## src/rtl/bba_pkg.sv

```systemverilog
// Shared constants of the buddy block allocator.
// No dependencies; imported by the core, the node unit and the checker.
`timescale 1ns / 1ps

package bba_pkg;

    // Default pool size exponent: the pool holds 2^MAX_ORDER units.
    localparam int BBA_MAX_ORDER = 10;

    // Command codes carried in the input tuser.
    localparam logic BBA_CMD_ALLOC = 1'b0;
    localparam logic BBA_CMD_FREE  = 1'b1;

    // Status codes carried in the output tuser.
    localparam logic BBA_ST_OK    = 1'b0;
    localparam logic BBA_ST_NOSPC = 1'b1;

endpackage

```

## src/rtl/bba_node_calc.sv

```systemverilog
// Shared index unit: maps a block (order, address) to its node in the free-map tree.
// Depends on bba_pkg for the default pool size.
`timescale 1ns / 1ps

module bba_node_calc
    import bba_pkg::*;
#(
    parameter int MAX_ORDER = BBA_MAX_ORDER
) (
    input  logic [$clog2(MAX_ORDER+2)-1:0] i_order,
    input  logic [MAX_ORDER-1:0]           i_addr,
    output logic [MAX_ORDER:0]             o_node
);

    localparam int OW = $clog2(MAX_ORDER + 2);
    localparam int NW = MAX_ORDER + 1;

    logic [OW-1:0] w_level;
    logic [NW-1:0] w_base;
    logic [NW-1:0] w_off;

    // Level counts down from the root; the first node of a level is 2^level - 1.
    always_comb begin
        w_level = OW'(MAX_ORDER) - i_order;
        w_base  = (NW'(1) << w_level) - NW'(1);
        w_off   = NW'(i_addr) >> i_order;
        o_node  = w_base + w_off;
    end

endmodule

```

## src/rtl/buddy_block_allocator_core.sv

```systemverilog
// Buddy block allocator: one item per command, walked bit by bit through the free map.
// Allocate probes free-map bits from the requested order upward, reading then checking each,
// splits the taken block down, then loads the result; free checks each buddy and merges
// while it is free, possibly up to the whole pool, then loads the result.
// Throughput: one item at a time; the input is ready only while the sequencer is idle.
// Reset: synchronous active-low; a clearing pass over the free map frees only the pool.
`timescale 1ns / 1ps

module buddy_block_allocator_core
    import bba_pkg::*;
#(
    parameter int MAX_ORDER = BBA_MAX_ORDER
) (
    input  logic                                    i_clk,
    input  logic                                    i_rst_n,
    input  logic                                    i_s_tvalid,
    output logic                                    o_s_tready,
    // request_size [MAX_ORDER:0], block_address [2*MAX_ORDER:MAX_ORDER+1], zero pad
    input  logic [((2*MAX_ORDER+1+7)/8)*8-1:0]      i_s_tdata,
    // command [0]
    input  logic                                    i_s_tuser,
    output logic                                    o_m_tvalid,
    input  logic                                    i_m_tready,
    // granted_address [MAX_ORDER-1:0], zero pad
    output logic [((MAX_ORDER+7)/8)*8-1:0]          o_m_tdata,
    // status [0]
    output logic                                    o_m_tuser
);

    localparam int OW    = $clog2(MAX_ORDER + 2);
    localparam int AW    = MAX_ORDER;
    localparam int NW    = MAX_ORDER + 1;
    localparam int DEPTH = (2 << MAX_ORDER) - 1;
    localparam int ODW   = ((MAX_ORDER + 7) / 8) * 8;

    localparam logic [2:0] S_CLR   = 3'd0;
    localparam logic [2:0] S_IDLE  = 3'd1;
    localparam logic [2:0] S_ARD   = 3'd2;
    localparam logic [2:0] S_ACHK  = 3'd3;
    localparam logic [2:0] S_SPLIT = 3'd4;
    localparam logic [2:0] S_FRD   = 3'd5;
    localparam logic [2:0] S_FCHK  = 3'd6;
    localparam logic [2:0] S_DONE  = 3'd7;

    logic [2:0]    r_state, n_state;
    logic [OW-1:0] r_o, n_o;
    logic [OW-1:0] r_ord, n_ord;
    logic [AW-1:0] r_addr, n_addr;
    logic          r_status, n_status;
    logic [AW-1:0] r_grant, n_grant;
    logic [NW-1:0] r_clr, n_clr;
    logic          r_mv, n_mv;
    logic          r_m_status, n_m_status;
    logic [AW-1:0] r_m_grant, n_m_grant;

    logic          r_map [DEPTH];
    logic          r_rd;

    logic [OW-1:0] w_sel_o;
    logic [AW-1:0] w_sel_a;
    logic [NW-1:0] w_node;
    logic          w_we;
    logic          w_wd;
    logic [NW-1:0] w_widx;

    logic [NW-1:0] w_size;
    logic [AW-1:0] w_addr_in;
    logic [OW-1:0] w_ord_in;
    logic [AW:0]   w_step;
    logic [AW:0]   w_sum;
    logic [OW-1:0] w_o1;
    logic          w_acc;

    assign w_size    = i_s_tdata[NW-1:0];
    assign w_addr_in = i_s_tdata[NW+AW-1:NW];
    assign w_acc     = i_s_tvalid && o_s_tready;

    // Order of the request: smallest o with 2^o >= size; MAX_ORDER+1 marks too large.
    always_comb begin
        w_ord_in = OW'(MAX_ORDER + 1);
        for (int o = MAX_ORDER; o >= 0; o--) begin
            if ((NW'(1) << o) >= w_size) begin
                w_ord_in = OW'(o);
            end
        end
    end

    // Shared node index unit.
    bba_node_calc #(.MAX_ORDER(MAX_ORDER)) u_node (
        .i_order (w_sel_o),
        .i_addr  (w_sel_a),
        .o_node  (w_node)
    );

    assign w_step = (AW+1)'(1) << r_o;
    assign w_sum  = {1'b0, r_addr} + w_step;
    assign w_o1   = r_o - OW'(1);

    // Sequencer.
    always_comb begin
        n_state    = r_state;
        n_o        = r_o;
        n_ord      = r_ord;
        n_addr     = r_addr;
        n_status   = r_status;
        n_grant    = r_grant;
        n_clr      = r_clr;
        n_mv       = r_mv;
        n_m_status = r_m_status;
        n_m_grant  = r_m_grant;
        w_sel_o    = r_o;
        w_sel_a    = r_addr;
        w_we       = 1'b0;
        w_wd       = 1'b0;
        w_widx     = w_node;

        if (r_mv && i_m_tready) begin
            n_mv = 1'b0;
        end

        unique case (r_state)
            S_CLR: begin
                w_we   = 1'b1;
                w_wd   = (r_clr == '0);
                w_widx = r_clr;
                n_clr  = r_clr + NW'(1);
                if (r_clr == NW'(DEPTH - 1)) begin
                    n_state = S_IDLE;
                end
            end
            S_IDLE: begin
                if (w_acc) begin
                    n_status = BBA_ST_NOSPC;
                    n_grant  = '0;
                    n_o      = w_ord_in;
                    n_ord    = w_ord_in;
                    if (w_ord_in > OW'(MAX_ORDER)) begin
                        n_state = S_DONE;
                    end else if (i_s_tuser == BBA_CMD_ALLOC) begin
                        n_addr  = '0;
                        n_state = S_ARD;
                    end else begin
                        n_addr  = w_addr_in & ~((AW'(1) << w_ord_in) - AW'(1));
                        n_state = S_FRD;
                    end
                end
            end
            S_ARD: begin
                n_state = S_ACHK;
            end
            S_ACHK: begin
                if (r_rd) begin
                    // Take this block; split down if it is larger than asked.
                    w_we = 1'b1;
                    w_wd = 1'b0;
                    if (r_o == r_ord) begin
                        n_status = BBA_ST_OK;
                        n_grant  = r_addr;
                        n_state  = S_DONE;
                    end else begin
                        n_state = S_SPLIT;
                    end
                end else if (w_sum[AW]) begin
                    // Level exhausted: move to the next larger order.
                    n_addr = '0;
                    if (r_o == OW'(MAX_ORDER)) begin
                        n_state = S_DONE;
                    end else begin
                        n_o     = r_o + OW'(1);
                        n_state = S_ARD;
                    end
                end else begin
                    n_addr  = w_sum[AW-1:0];
                    n_state = S_ARD;
                end
            end
            S_SPLIT: begin
                // Free the upper half at the next lower order.
                w_sel_o = w_o1;
                w_sel_a = r_addr | (AW'(1) << w_o1);
                w_we    = 1'b1;
                w_wd    = 1'b1;
                n_o     = w_o1;
                if (w_o1 == r_ord) begin
                    n_status = BBA_ST_OK;
                    n_grant  = r_addr;
                    n_state  = S_DONE;
                end
            end
            S_FRD: begin
                if (r_o == OW'(MAX_ORDER)) begin
                    w_we     = 1'b1;
                    w_wd     = 1'b1;
                    n_status = BBA_ST_OK;
                    n_state  = S_DONE;
                end else begin
                    w_sel_a = r_addr ^ (AW'(1) << r_o);
                    n_state = S_FCHK;
                end
            end
            S_FCHK: begin
                if (r_rd) begin
                    // Buddy free: absorb it and climb one order.
                    w_sel_a = r_addr ^ (AW'(1) << r_o);
                    w_we    = 1'b1;
                    w_wd    = 1'b0;
                    n_addr  = r_addr & ~(AW'(1) << r_o);
                    n_o     = r_o + OW'(1);
                    n_state = S_FRD;
                end else begin
                    w_we     = 1'b1;
                    w_wd     = 1'b1;
                    n_status = BBA_ST_OK;
                    n_state  = S_DONE;
                end
            end
            S_DONE: begin
                if (!r_mv || i_m_tready) begin
                    n_mv       = 1'b1;
                    n_m_status = r_status;
                    n_m_grant  = r_grant;
                    n_state    = S_IDLE;
                end
            end
            default: begin
                n_state = S_IDLE;
            end
        endcase
    end

    // Control registers.
    always_ff @(posedge i_clk) begin
        if (!i_rst_n) begin
            r_state <= S_CLR;
            r_clr   <= '0;
            r_mv    <= 1'b0;
        end else begin
            r_state <= n_state;
            r_clr   <= n_clr;
            r_mv    <= n_mv;
        end
    end

    // Payload registers.
    always_ff @(posedge i_clk) begin
        r_o        <= n_o;
        r_ord      <= n_ord;
        r_addr     <= n_addr;
        r_status   <= n_status;
        r_grant    <= n_grant;
        r_m_status <= n_m_status;
        r_m_grant  <= n_m_grant;
    end

    // Free-map memory: one write port, one registered read port.
    always_ff @(posedge i_clk) begin
        if (w_we) begin
            r_map[w_widx] <= w_wd;
        end
        r_rd <= r_map[w_node];
    end

    assign o_s_tready = (r_state == S_IDLE);
    assign o_m_tvalid = r_mv;
    assign o_m_tdata  = ODW'(r_m_grant);
    assign o_m_tuser  = r_m_status;

endmodule

```

## config.mk

```make
export PLATFORM = sky130hd
export DESIGN_NAME = buddy_block_allocator_core
export DESIGN_NICKNAME = d
export VERILOG_FILES = /design/src/rtl/bba_pkg.sv /design/src/rtl/bba_node_calc.sv /design/src/rtl/buddy_block_allocator_core.sv
export SDC_FILE = /design/constraint.sdc
export NUM_CORES = 2
export LEC_CHECK = 0
export BUFFER_PORTS_ARGS = -buffer_cell sky130_fd_sc_hd__buf_2
export CAP_MARGIN = 5
export CORE_UTILIZATION = 58
export DETAILED_ROUTE_END_ITERATION = 10
export GPL_ROUTABILITY_DRIVEN = 0
export PLACE_DENSITY_LB_ADDON = 0.08
export SLEW_MARGIN = 15
export SYNTH_ARGS = -nofsm -noshare
export SYNTH_HDL_FRONTEND = slang
export SYNTH_SLANG_ARGS = --single-unit
```

## constraint.sdc

```tcl
create_clock -name i_clk -period 30.5 [get_ports i_clk]
set_input_delay 3.05 -clock i_clk [delete_from_list [all_inputs] [get_ports i_clk]]
set_output_delay 3.05 -clock i_clk [all_outputs]
set_load 0.02 [all_outputs]
```

# ---- Word-level counts from Yosys, hierarchy flattened
# Memory sizes are Yosys's and may differ from the RTL's. A register that Yosys moved wholly into a read port is not among the register bits.
# Index checks and enable logic that the tools add are counted.
dict set report totals {
  ff_bits 55
  ram_bits 2047
  in_bits 29
  output_inout_bits 19
  n_memories 1
}
# name words word_bits rd rd_clocked_by_memory_dff write_ports line
set mem_list {}
lappend mem_list {r_map 2047 1 1 1 1 buddy_block_allocator_core.sv:56} ;# logic r_map [DEPTH];
dict set report classes {
  n_addsub 8
  order_cmp 12
  eq_ne 24
  shifts 6
  muxes 64
  bitwise_logic 6
  reduce_logical 18
}
# operator n
set ops {}
lappend ops {{10-bit two-way mux} 12}
lappend ops {{10-bit one-hot mux with 3 select lines} 3}
lappend ops {{4-bit two-way mux} 16}
lappend ops {{1-bit by 4-bit << shifter with 10-bit output (first input constant)} 3}
lappend ops {{3-bit two-way mux} 9}
lappend ops {{2-bit inequality test (second input constant)} 12}
lappend ops {{3-bit one-hot mux with 8 select lines} 1}
lappend ops {{1-bit by 4-bit << shifter with 11-bit output (first input constant)} 2}
lappend ops {{10-bit AND} 2}
lappend ops {{10-bit inverter} 2}
lappend ops {{1-bit two-way mux} 16}
lappend ops {{4-bit one-hot mux with 4 select lines} 1}
lappend ops {{3-bit == test (second input constant)} 4}
lappend ops {{10-bit by 11-bit adder with 11-bit output} 1}
lappend ops {{11-bit by 1-bit adder with 11-bit output (second input constant)} 1}
lappend ops {{11-bit adder} 1}
lappend ops {{11-bit == test (second input constant)} 1}
lappend ops {{1-bit by 11-bit greater-or-equal comparator with 1-bit output (first input constant)} 1}
lappend ops {{10-bit by 11-bit greater-or-equal comparator with 1-bit output (first input constant)} 1}
lappend ops {{11-bit greater-or-equal comparator (first input constant)} 1}
lappend ops {{2-bit by 11-bit greater-or-equal comparator with 1-bit output (first input constant)} 1}
lappend ops {{3-bit by 11-bit greater-or-equal comparator with 1-bit output (first input constant)} 1}
lappend ops {{4-bit by 11-bit greater-or-equal comparator with 1-bit output (first input constant)} 1}
lappend ops {{5-bit by 11-bit greater-or-equal comparator with 1-bit output (first input constant)} 1}
lappend ops {{other kinds (37)} 44}

# ---- Depth between registers and ports, before layout
dict set report depth {
  depth_word 20
  ltp_mapped 31
  depth_no_buf 25
}

# ---- Cells and area by module
# From an unflattened synthesis, not the netlist that was laid out.
dict set report unflattened {
  hier_cells 6504
  area_unflattened_um2 92940.4
}
# module n_inst cells_per_inst area_per_inst_um2 seq_area_each_um2
set by_module_without_submodules {}
lappend by_module_without_submodules {buddy_block_allocator_core 1 6368 91955.7 62990.4}
lappend by_module_without_submodules {bba_node_calc 1 136 984.7 0.0}

# ---- Worst setup path before layout
# No wires, ideal clock.
dict set report synth_timing {
  path_kind {register to register}
  from {register r_state[2]}
  to {memory r_map[0], data pin}
  setup_ps 5163
  t_arrival_ps 25202
  t_required_ps 25337
  setup_slack_ps 135
  stages_incl_launch_ff 8
  path_buffers 2
  period_less_slack_ps 30365
  path_cell_list {dfxtp_1 -> clkbuf_1 -> clkbuf_1 -> nor2_1 -> nand2_1 -> nor3_1 -> nand4_1 -> nand2_1}
}
dict set report synth_between {
  elab_chain_len 2
  elab_cells_between_ends 5
  cone_classes {3 x eq/ne; 1 x mux; 1 x reduce/logical}
}
# element line
set synth_rtl {}
lappend synth_rtl {{start, declared} buddy_block_allocator_core.sv:45} ;# logic [2:0] r_state, n_state;
lappend synth_rtl {{start signal, assigned} buddy_block_allocator_core.sv:238} ;# r_state <= n_state;
lappend synth_rtl {{3-bit == test / 3-bit zero test (equally long branches)} buddy_block_allocator_core.sv:121} ;# unique case (r_state)
lappend synth_rtl {{1-bit one-hot mux with 4 select lines *} buddy_block_allocator_core.sv:121}
lappend synth_rtl {{named net w_wd} buddy_block_allocator_core.sv:63} ;# logic w_wd;
lappend synth_rtl {{end, declared} buddy_block_allocator_core.sv:56}
# The timed path passes the listed nets; every way through them passes the cells marked *.

# ---- Worst setup path after layout
dict set report layout_timing {
  from {register r_o[0]}
  to {register r_rd (read register of r_map)}
}
dict set report layout_between {
  elab_chain_len 6
  elab_cells_between_ends 15
  cone_classes {4 x add/sub; 1 x eq/ne; 4 x shift; 4 x mux; 2 x bitwise}
}
# element line
set layout_rtl {}
lappend layout_rtl {{start, declared} buddy_block_allocator_core.sv:46} ;# logic [OW-1:0] r_o, n_o;
lappend layout_rtl {{start signal, assigned} buddy_block_allocator_core.sv:246} ;# r_o <= n_o;
lappend layout_rtl {{4-bit by 1-bit subtractor with 4-bit output / 1-bit by 4-bit << shifter with 10-bit output (equally long branches)} {buddy_block_allocator_core.sv:97, buddy_block_allocator_core.sv:197, buddy_block_allocator_core.sv:204}}
lappend layout_rtl {{4-bit two-way mux (tied with other cells)} buddy_block_allocator_core.sv:121}
lappend layout_rtl {{4-bit subtractor (tied with other cells)} bba_node_calc.sv:24} ;# w_level = OW'(MAX_ORDER) - i_order;
lappend layout_rtl {{1-bit by 4-bit << shifter with 11-bit output / 10-bit one-hot mux with 3 select lines (equally long branches)} {bba_node_calc.sv:25, buddy_block_allocator_core.sv:121}}
lappend layout_rtl {{11-bit by 2-bit subtractor with 11-bit output / 10-bit by 4-bit right shift with 11-bit output (equally long branches)} {bba_node_calc.sv:25, bba_node_calc.sv:26}}
lappend layout_rtl {{11-bit adder *} bba_node_calc.sv:27} ;# o_node = w_base + w_off;
lappend layout_rtl {{end, declared} buddy_block_allocator_core.sv:57} ;# logic r_rd;
# Mark *: on every way between the ends. The rest lies on a longest branch, timed or not.
# A chain may end at the register's enable or synchronous reset.

==> results.yml <==
outcome:
  status: "finished clean"
grt:
  grt_max_degree: 276
  grt.total_usage: 0.311
  grt_overflow: 0
  antenna_found_initial: 6
  grt_pass1_wl_mm: 382
  grt_pass1_vias: 58200
critical_path:
  r2r_slack_ps: 20540
  crit_path_top_delay_cell: "a221oi_1"
  cp_top_family: "compound AO/OA/AOI/OAI gates"
  cp_data_required_time_ps: 31190
  path_buf_inv: 6
  endpoint_kind: "register"
  crit_path_max_fanout: 90
  start_kind: "register"
  r2r_cells: 25
  path_class: "reg2reg"
  timing.rr.end: "r_rd"
  max_stage_delay_ps: 940
  timing.rr.start: "r_o[0]"
  crit_arrival_ps: 10650
sta:
  post-route-period-util: 0.327
  setup_viol: 0
  tightestPinTransition_ps: 1200
  max_slew_margin: 0.200
  final-max-slew-violation-count: 0
  hold_viol: 0
  skew_ps: 45.5
  fin_crit_ps: 9960
  rsz0062_at_grt: "no"
  fmax_mhz: 100
  fin_ws_ps: 20540
  fin_setup_tns_ps: 0
hold_path:
  worstHoldEndpoint: "r_m_grant[9]"
  holdPathStages: 0
  hp-class: "reg2reg"
  hp-start: "r_grant[9]"
yosys:
  synth_area_leader_cell: "edfxtp_1"
  synth-seq-cells: 2103
  yosys_most_used_dff: "edfxtp_1"
  syn_inst: 6986
  syn-cell-area_um2: 96200
  yosysUniqueCellTypes: 93
  yosysWarnings: 0
  synth_edf_count: 2087
  avgSynthCellArea_um2: 13.8
  yosysSeqAreaShare: 0.654
  netlist_top_cells_area: "edfxtp_1 65%, mux4_2 13%, nor2_1 7.6%, nand2_1 2.3%, nor3_1 1.5%"
  async_flop_share: 0
  yosysTopAreaCellShare: 0.651
die:
  die_w_um: 409
  die_h_um: 409
  boundaryPins: 48
  die_area_um2: 168000
  num_rows: 149
  initial_core_util: 0.584
  placeableCoreArea_um2: 165000
clock_tree:
  cts.path.max_buffers: 3
  clk_latency_ps: 890
  cts_setup_buffers: 0
  hold_buffers: 0
  htree_levels: 4
  cts_resized: 0
  cts_buffers: 212
  root_buffer: "clkbuf_16"
  path_clk_slew_ps: 60
  cts.sinks: 2103
  cts_tree: "done"
final_layout:
  antenna_cells: 0
  drive_gt1_frac: 0.158
  area_growth_pct: 8.31
  finalNonFillerCells: 9192
  final_common_cell: "edfxtp_1"
  fin_nets: 6910
  fin_util: 0.633
  mostFrequentLayoutCells: "2087 x edfxtp_1, 1938 x nor2_1, 575 x nand2_1, 554 x mux4_2, 275 x nor3_1"
placed_design:
  portBuffers: 38
  place_ws_ps: 20620
  hpwl_mm: 156
  dp.cells: 8800
drt:
  firstDrtPassIters: 7
  viasPerCell: 6.53
  wl_per_cell_um: 28.3
  drc_errors: 0
  final_antenna_net_count: 0
  vias: 60100
  dr.first_iter.drc_count: 8595
  wl_mm: 260
job:
  maxCapViolCount: 0
power_and_ir_drop:
  ir_drop_uv: 57.2
  power.leakage_nw: 31.6
  powerDensity_nw_per_um2: 56.9
## through the flow
stage          instance area (um2)  hold slack [ps]  total power, W
2_1_floorplan                96300              400         0.00380
3_3_place_gp                 97600              401         0.00348
3_5_place_dp                 97600              406         0.00349
4_1_cts                     104000              419         0.00595
5_1_grt                     104000              431         0.00607
6_report                    104000              415         0.00593
## per-layer routing
metal,vias to the layer above,track usage,share of wire
met5,-,0,0
met4,0,0.104,0.034
met3,459,0.0700,0.11
met2,3088,0.466,0.46
met1,31000,0.454,0.40
li1,25500,-,-
## cell usage after synthesis (6+ instances only)
cell type and n:
a221oi_1 16, a32oi_1 19, nor2_1 1953, o22ai_1 19
edfxtp_1 2087, mux4_2 554, nor2b_1 13, o221ai_1 6
nand2_1 580, a2111oi_0 6, or3_1 8, nor4_1 8
nand3_1 235, nand3b_1 6, nand4_1 17, o2111ai_1 8
buf_1 21, xnor2_1 20, o211ai_1 28, o31ai_1 6
a211oi_1 14, buf_2 216, o21ai_0 49, inv_1 52
ha_1 51, a22oi_1 10, and3_1 17, and2_1 17
nor2_2 7, xor2_1 17, buf_6 35, o21a_1 9
dfxtp_1 16, a21oi_1 50, o21bai_1 6, mux2i_1 72
nor3_1 279, a221o_1 9, buf_4 132, a31oi_1 27
o21ai_1 11, mux2_2 16, nand2b_1 16, clkbuf_1 166
## worst max path at each step
stage                          start       end  slack (ps)  depth (start not counted)
after CTS                     r_o[0]      r_rd       20600                         25
after global placement        r_o[0]      r_rd       20510                         25
after floorplan           r_state[2]  r_map[0]         130                          7
final                         r_o[0]      r_rd       20540                         25
after global routing          r_o[0]      r_rd       19730                         25
after detailed placement      r_o[0]      r_rd       20620                         25
## state kept, by name, indices dropped and copies added (netlist names)
signal and cells:
r_addr 10, o_m_tuser 1, r_map 2047, r_ord 4, r_state 3, r_rd 1
r_o 4, r_status 1, r_m_grant 10, o_m_tvalid 1, r_clr 11, r_grant 10
## cell families after synthesis
group / Yosys count / synth area share
fa+ha+maj: 53 / 0.00705
buf+inv: 625 / 0.0351
flops: 2103 / 0.654
other cells: 1 / 0.0000390
compound gates: 343 / 0.0255
simple gates: 3178 / 0.135
mux: 642 / 0.139
xor+xnor: 41 / 0.00416
## layout make-up
class	instances	area (um2)
Clock inverter	124	1020
Tap cell	2189	2740
Sequential cell	2103	63000
Clock buffer	265	5550
Inverter	55	209
Timing Repair Buffer	193	1530
Multi-Input combinational cell	4263	30200
Fill cell	12400	60600
## report_power, final
part | internal [W] | leakage [nW] | switching, W
sequential | 0.00328 | 19.0 | 0.000000952
combinational | 0.0000160 | 9.50 | 0.000140
clock | 0.00139 | 3.19 | 0.00111
No activity file was read; power rests on OpenSTA's default activity.
